File: config.mk
export PLATFORM = sky130hd
export DESIGN_NAME = iabst_ctrl
export DESIGN_NICKNAME = d
export VERILOG_FILES = /design/src/design/iabst_pkg.sv /design/src/design/iabst_ctrl.sv
export SDC_FILE = /design/constraint.sdc
export NUM_CORES = 1
export LEC_CHECK = 0
export BUFFER_PORTS_ARGS = -buffer_cell sky130_fd_sc_hd__buf_4
export CORE_AREA = 2 2 39 41
export CTS_BUF_LIST = sky130_fd_sc_hd__clkbuf_8
export CTS_CLUSTER_DIAMETER = 120
export DETAILED_ROUTE_END_ITERATION = 10
export DIE_AREA = 0 0 41 43
export PLACE_DENSITY = 0.56
export SYNTH_ARGS = -nofsm -noshare
export SYNTH_HDL_FRONTEND = slang
export SYNTH_SLANG_ARGS = --single-unit
File: constraint.sdc
create_clock -name i_clk -period 1.6 [get_ports i_clk]
set_input_delay 0.16 -clock i_clk [delete_from_list [all_inputs] [get_ports i_clk]]
set_output_delay 0.16 -clock i_clk [all_outputs]
set_load 0.02 [all_outputs]
File: src/design/iabst_pkg.sv
// Shared types and constants for the implicit-array binary search tree block.
`default_nettype none

package iabst_pkg;

    // Fixed widths of the stream fields.
    localparam int KEY_IN_W   = 16;
    localparam int STATUS_W   = 3;
    localparam int POS_W      = 13;
    localparam int PROBE_W    = 4;
    localparam int OUT_DATA_W = 24;

    // Result status codes.
    localparam logic [STATUS_W-1:0] STS_STORED = 3'd0;
    localparam logic [STATUS_W-1:0] STS_DUP    = 3'd1;
    localparam logic [STATUS_W-1:0] STS_NOROOM = 3'd2;
    localparam logic [STATUS_W-1:0] STS_ZERO   = 3'd3;
    localparam logic [STATUS_W-1:0] STS_SEARCH = 3'd4;

    // Request modes.
    localparam logic MODE_INSERT = 1'b0;
    localparam logic MODE_SEARCH = 1'b1;

    // Commands from the controller to the datapath.
    typedef struct packed {
        logic clear;     // write one zero during the clearing pass
        logic accept;    // take a new request
        logic walk;      // evaluate one tree level
        logic load_out;  // move the finished result to the output register
    } t_dp_cmd;

    // Status from the datapath to the controller.
    typedef struct packed {
        logic clr_last;   // clearing pass is at its last slot
        logic in_zero;    // offered request is an insert of key zero
        logic walk_done;  // current level ends the walk
        logic out_free;   // output register can take a result this cycle
    } t_dp_sts;

endpackage

`default_nettype wire

File: src/design/iabst_ctrl.sv
// Controller state machine of the tree block: clearing pass, accept, walk and hand-off.
`default_nettype none

module iabst_ctrl
    import iabst_pkg::*;
(
    input  wire      i_clk,
    input  wire      i_rst_n,
    input  wire      i_req_valid,
    output logic     o_req_ready,
    input  t_dp_sts  i_sts,
    output t_dp_cmd  o_cmd
);

    typedef enum logic [3:0] {
        ST_CLEAR = 4'b0001,
        ST_IDLE  = 4'b0010,
        ST_WALK  = 4'b0100,
        ST_DONE  = 4'b1000
    } t_state;

    t_state r_state, n_state;
    logic   accept;

    assign o_req_ready = (r_state == ST_IDLE);
    assign accept      = i_req_valid & o_req_ready;

    always_comb begin
        n_state = r_state;
        o_cmd   = '0;
        unique case (r_state)
            ST_CLEAR: begin
                o_cmd.clear = 1'b1;
                if (i_sts.clr_last) begin
                    n_state = ST_IDLE;
                end
            end
            ST_IDLE: begin
                o_cmd.accept = accept;
                if (accept) begin
                    // An insert of key zero needs no walk.
                    n_state = i_sts.in_zero ? ST_DONE : ST_WALK;
                end
            end
            ST_WALK: begin
                o_cmd.walk = 1'b1;
                if (i_sts.walk_done) begin
                    n_state = ST_DONE;
                end
            end
            ST_DONE: begin
                if (i_sts.out_free) begin
                    o_cmd.load_out = 1'b1;
                    n_state        = ST_IDLE;
                end
            end
            default: begin
                n_state = ST_CLEAR;
            end
        endcase
    end

    always_ff @(posedge i_clk) begin
        if (!i_rst_n) begin
            r_state <= ST_CLEAR;
        end else begin
            r_state <= n_state;
        end
    end

endmodule

`default_nettype wire

After elaboration in Yosys (flattened, before gate mapping):

Index checks and enable logic that the tools add are counted.

* eq/ne operators: 8
* muxes and demuxes: 11
* bitwise operators: 1
* reductions and logical operators: 1

Operator list (number)
* $mux 4: 5
* $pmux 4 s4: 1
* $ne 2x2->1 const B: 3
* $mux 1: 5
* $eq 4x1->1 const B: 1
* $eq 4x2->1 const B: 1
* $eq 4x3->1 const B: 1
* $eq 4x4->1 const B: 1
* $reduce_and 4->1: 1
* $ne 2x1->1 const B: 1
* $and 1x1->1: 1

* bits in registers: 4
* input bits: 7
* output and inout port bits: 5
* logic and storage cells: 22

Logic depth before layout (Yosys ltp):

* word-level depth: 4
* depth in mapped cells: 5
* mapped depth without buffers: 4

Worst setup path before layout:

Ideal clock, no wire load.

* kind: register to output
* start: reg r_state[1]
* end: out o_cmd[3] in the netlist's numbering
* arrival time: 1.248 ns
* required time: 1.440 ns
* slack: 0.192 ns
* stages on the path, launching flop included: 3
* buffers on the path: 1
* path through: dfxtp_1 buf_2 nor4b_1

RTL lines
* start, declared: line iabst_ctrl.sv:22 `t_state r_state, n_state;`
* start signal, assigned: line iabst_ctrl.sv:67 `r_state <= n_state;`
* end, declared: line iabst_ctrl.sv:12 `output t_dp_cmd o_cmd`

==> metrics.log <==
INFO  metric tritoncts = yes
INFO  metric dpl-instance-area = 479.2 um2
INFO  metric registers.top_by_ff_count = r_state
INFO  metric worst_ep_arrival_time = roughly 1300 ps
INFO  metric die_x = just over 40 um
INFO  metric io_buffer_count = 11
INFO  metric mostFrequentLayoutCell = buf_4
INFO  metric ys_ff_latch = 4
INFO  metric avgSynthCellArea = 9.175 um2
INFO  metric reg.largest.list = r_state (4)
INFO  metric largest_register_ffs = 4
INFO  metric antennaDiodeCount = 0
INFO  metric critPathMaxFanout = 11
INFO  metric num_vias = 344
INFO  metric hold_path_class = in2reg
INFO  metric htree_levels = 1
INFO  metric critical_path.slowest_cell = dfxtp_1
INFO  metric worstSetupStartpointType = flop
INFO  metric cts.sink_count = 4
INFO  metric globalRoute.totalOverflow = 0
INFO  metric fin_crit_sh = 0.9379
INFO  metric syn-instance-count = between 40 and 50
INFO  metric via_per_inst = 4.778
INFO  metric worst_setup_path_end_kind = output port
INFO  metric postLayoutCellArea = roughly 520 um2
INFO  metric syn_area = approximately 390 um2
INFO  metric gp_congestion = 0.6775
INFO  metric clock_latency = 220 ps
INFO  metric crit_type = reg2out
INFO  metric tightest_slew = 373.4 ps
INFO  metric clk_transition_reported_paths = about 30 ps
INFO  metric cts-root-buf = clkbuf_8
INFO  metric drt.antenna.violating_nets = 0
INFO  metric power.static_leakage = 0.2121 nW
INFO  metric drive_above_1_share = 0.4643
INFO  metric area.growth.synth_to_final = 35.39%
INFO  metric power_density = approximately 1100 nW/um2
INFO  metric grt_setup_unrepaired = no
INFO  metric slowest_delay = 530 ps
INFO  metric dp.final_hpwl = 571.1 um
INFO  metric drv_cap = 0
INFO  metric worst_hold_slack = 161.7 ps
INFO  metric start_util = 0.2785
INFO  metric syn-num-nets = 49
INFO  metric detailed_route_iter0_violations = 5
INFO  metric max_freq = 666.4 MHz
INFO  metric die_area = 1763 um2
INFO  metric globalRouteTotalUtil = 0.1143
INFO  metric timing_hold_violations_final = 0
INFO  metric drt_drc_violations_left = 0
INFO  metric worst_ep_required_time = 1440 ps
INFO  metric fin_crit_period = 1501 ps
INFO  metric die_h = roughly 43 um
INFO  metric finalCoreUtilization = 0.3770
INFO  metric grt_first_pass_wirelength = 1290 um
INFO  metric crit_chain = and3_1 -> and2_1 -> buf_4
INFO  metric first_pass_drt_iterations = 3
INFO  metric finalClockSkew = 2.135 ps
INFO  metric grt_pass1_vias = 313
INFO  metric ys_seq_area_frac = 0.2078
INFO  metric layout.nets = 65
INFO  metric cts_inserted_buffers = 3
INFO  metric clockBufferDepth = 2
INFO  metric ff2ff_setup_slack = between 200 and 300 ps
INFO  metric max-vdd-ir-drop = 353.8 uV
INFO  metric grt_antenna_before_repair = 0
INFO  metric ioPinCount = 12
INFO  metric core_area = 1384 um2
INFO  metric wl_per_cell = 10.79 um
INFO  metric ys.warnings.count = 0
INFO  metric drv_slew = 0
INFO  metric setup_total_negative_slack = 0 ps
INFO  metric post_synth_num_cell_types = 25
INFO  metric final_setup_violation_count = 0
INFO  metric most-common-layout-cells = buf_4 (15), nor2_1 (4)
INFO  metric outcome = complete, no violations
INFO  metric timing.slew.headroom = 0.7507
INFO  metric grt_start_max_net_pins = 12
INFO  metric drt_wl_total = 777 um
INFO  metric fp-row-count = 14
[where the power goes]
part / total [W] / switching (W) / internal [W]
clock network: 0.000217 / 0.0000559 / 0.000161
logic: 0.000182 / 0.0000872 / 0.0000949
registers: 0.000150 / 0.0000346 / 0.000115
total: 0.000548 / 0.000178 / 0.000371
[final cells by class]
type                    instances  area, um2
multi-input cells              33      262.8
clock buffers                   3      41.29
well taps                      16      20.02
repair buffers                 15      112.6
fillers                       151      862.1
inverters                       1      3.754
flip-flops and latches          4      81.33
[metal layers]
metal | global-route usage | wire length (um) | up-vias
li1 | - | - | 177
met1 | 0.1410 | 361 | 154
met2 | 0.1531 | 357 | 11
met3 | 0.03141 | 43 | 2
met4 | 0.1000 | 15 | 0
met5 | 0 | 0 | -
[cell families after synthesis]
family	Yosys count	share of synthesized area
AO/OA/AOI/OAI	7	0.1786
XOR/XNOR	1	0.02273
buffers and inverters	5	0.1104
flip-flops	4	0.2078
multiplexers	3	0.07793
AND/OR/NAND/NOR	22	0.4026
[metrics by stage]
stage | power, W | std cells | setup slack [ps]
2_1_floorplan | 0.0002863 | 42 | 191.7
3_3_place_gp | 0.0003368 | 69 | 289.4
3_5_place_dp | 0.0003356 | 69 | 252.2
4_1_cts | 0.0005579 | 72 | 64.42
5_1_grt | 0.0005808 | 72 | 13.99
6_report | 0.0005483 | 72 | 99.37
[path summary, 6_finish.rpt]
check              from    endpoint  depth (start not counted)
max          r_state[1]    o_cmd[2]                          3
min             i_rst_n  r_state[0]                          2
max reg2reg  r_state[3]  r_state[2]                          4
min reg2reg  r_state[3]  r_state[3]                          2
[cells in the mapped netlist (all sizes together)]
cell | count | area share
a21oi | 1 | 0.023
nor3b | 3 | 0.11
nor2 | 5 | 0.068
buf | 4 | 0.10
nor4 | 1 | 0.016
o31ai | 2 | 0.075
nor2b | 1 | 0.016
mux2i | 3 | 0.078
dfxtp | 4 | 0.21
and3 | 2 | 0.032
xor2 | 1 | 0.023
nand2 | 3 | 0.029
nand3 | 2 | 0.026
and2 | 1 | 0.016
and3b | 1 | 0.023
nor4b | 1 | 0.023
inv | 1 | 0.0097
nand3b | 2 | 0.039
o21ai | 4 | 0.081
[repair_timing]
item / CTS / global route
setup endpoints to repair: 0 / 1
hold buffers: 0 / 0
gates resized for setup: 0 / 1
buffers inserted: 0 / 0
[critical path, delay by kind of cell (launching register included)]
kind / cells / cell delay (ps)
simple gates: 2 / 450
flops: 1 / 530
buf+inv: 1 / 130
Power figures use the tool's default switching activity.
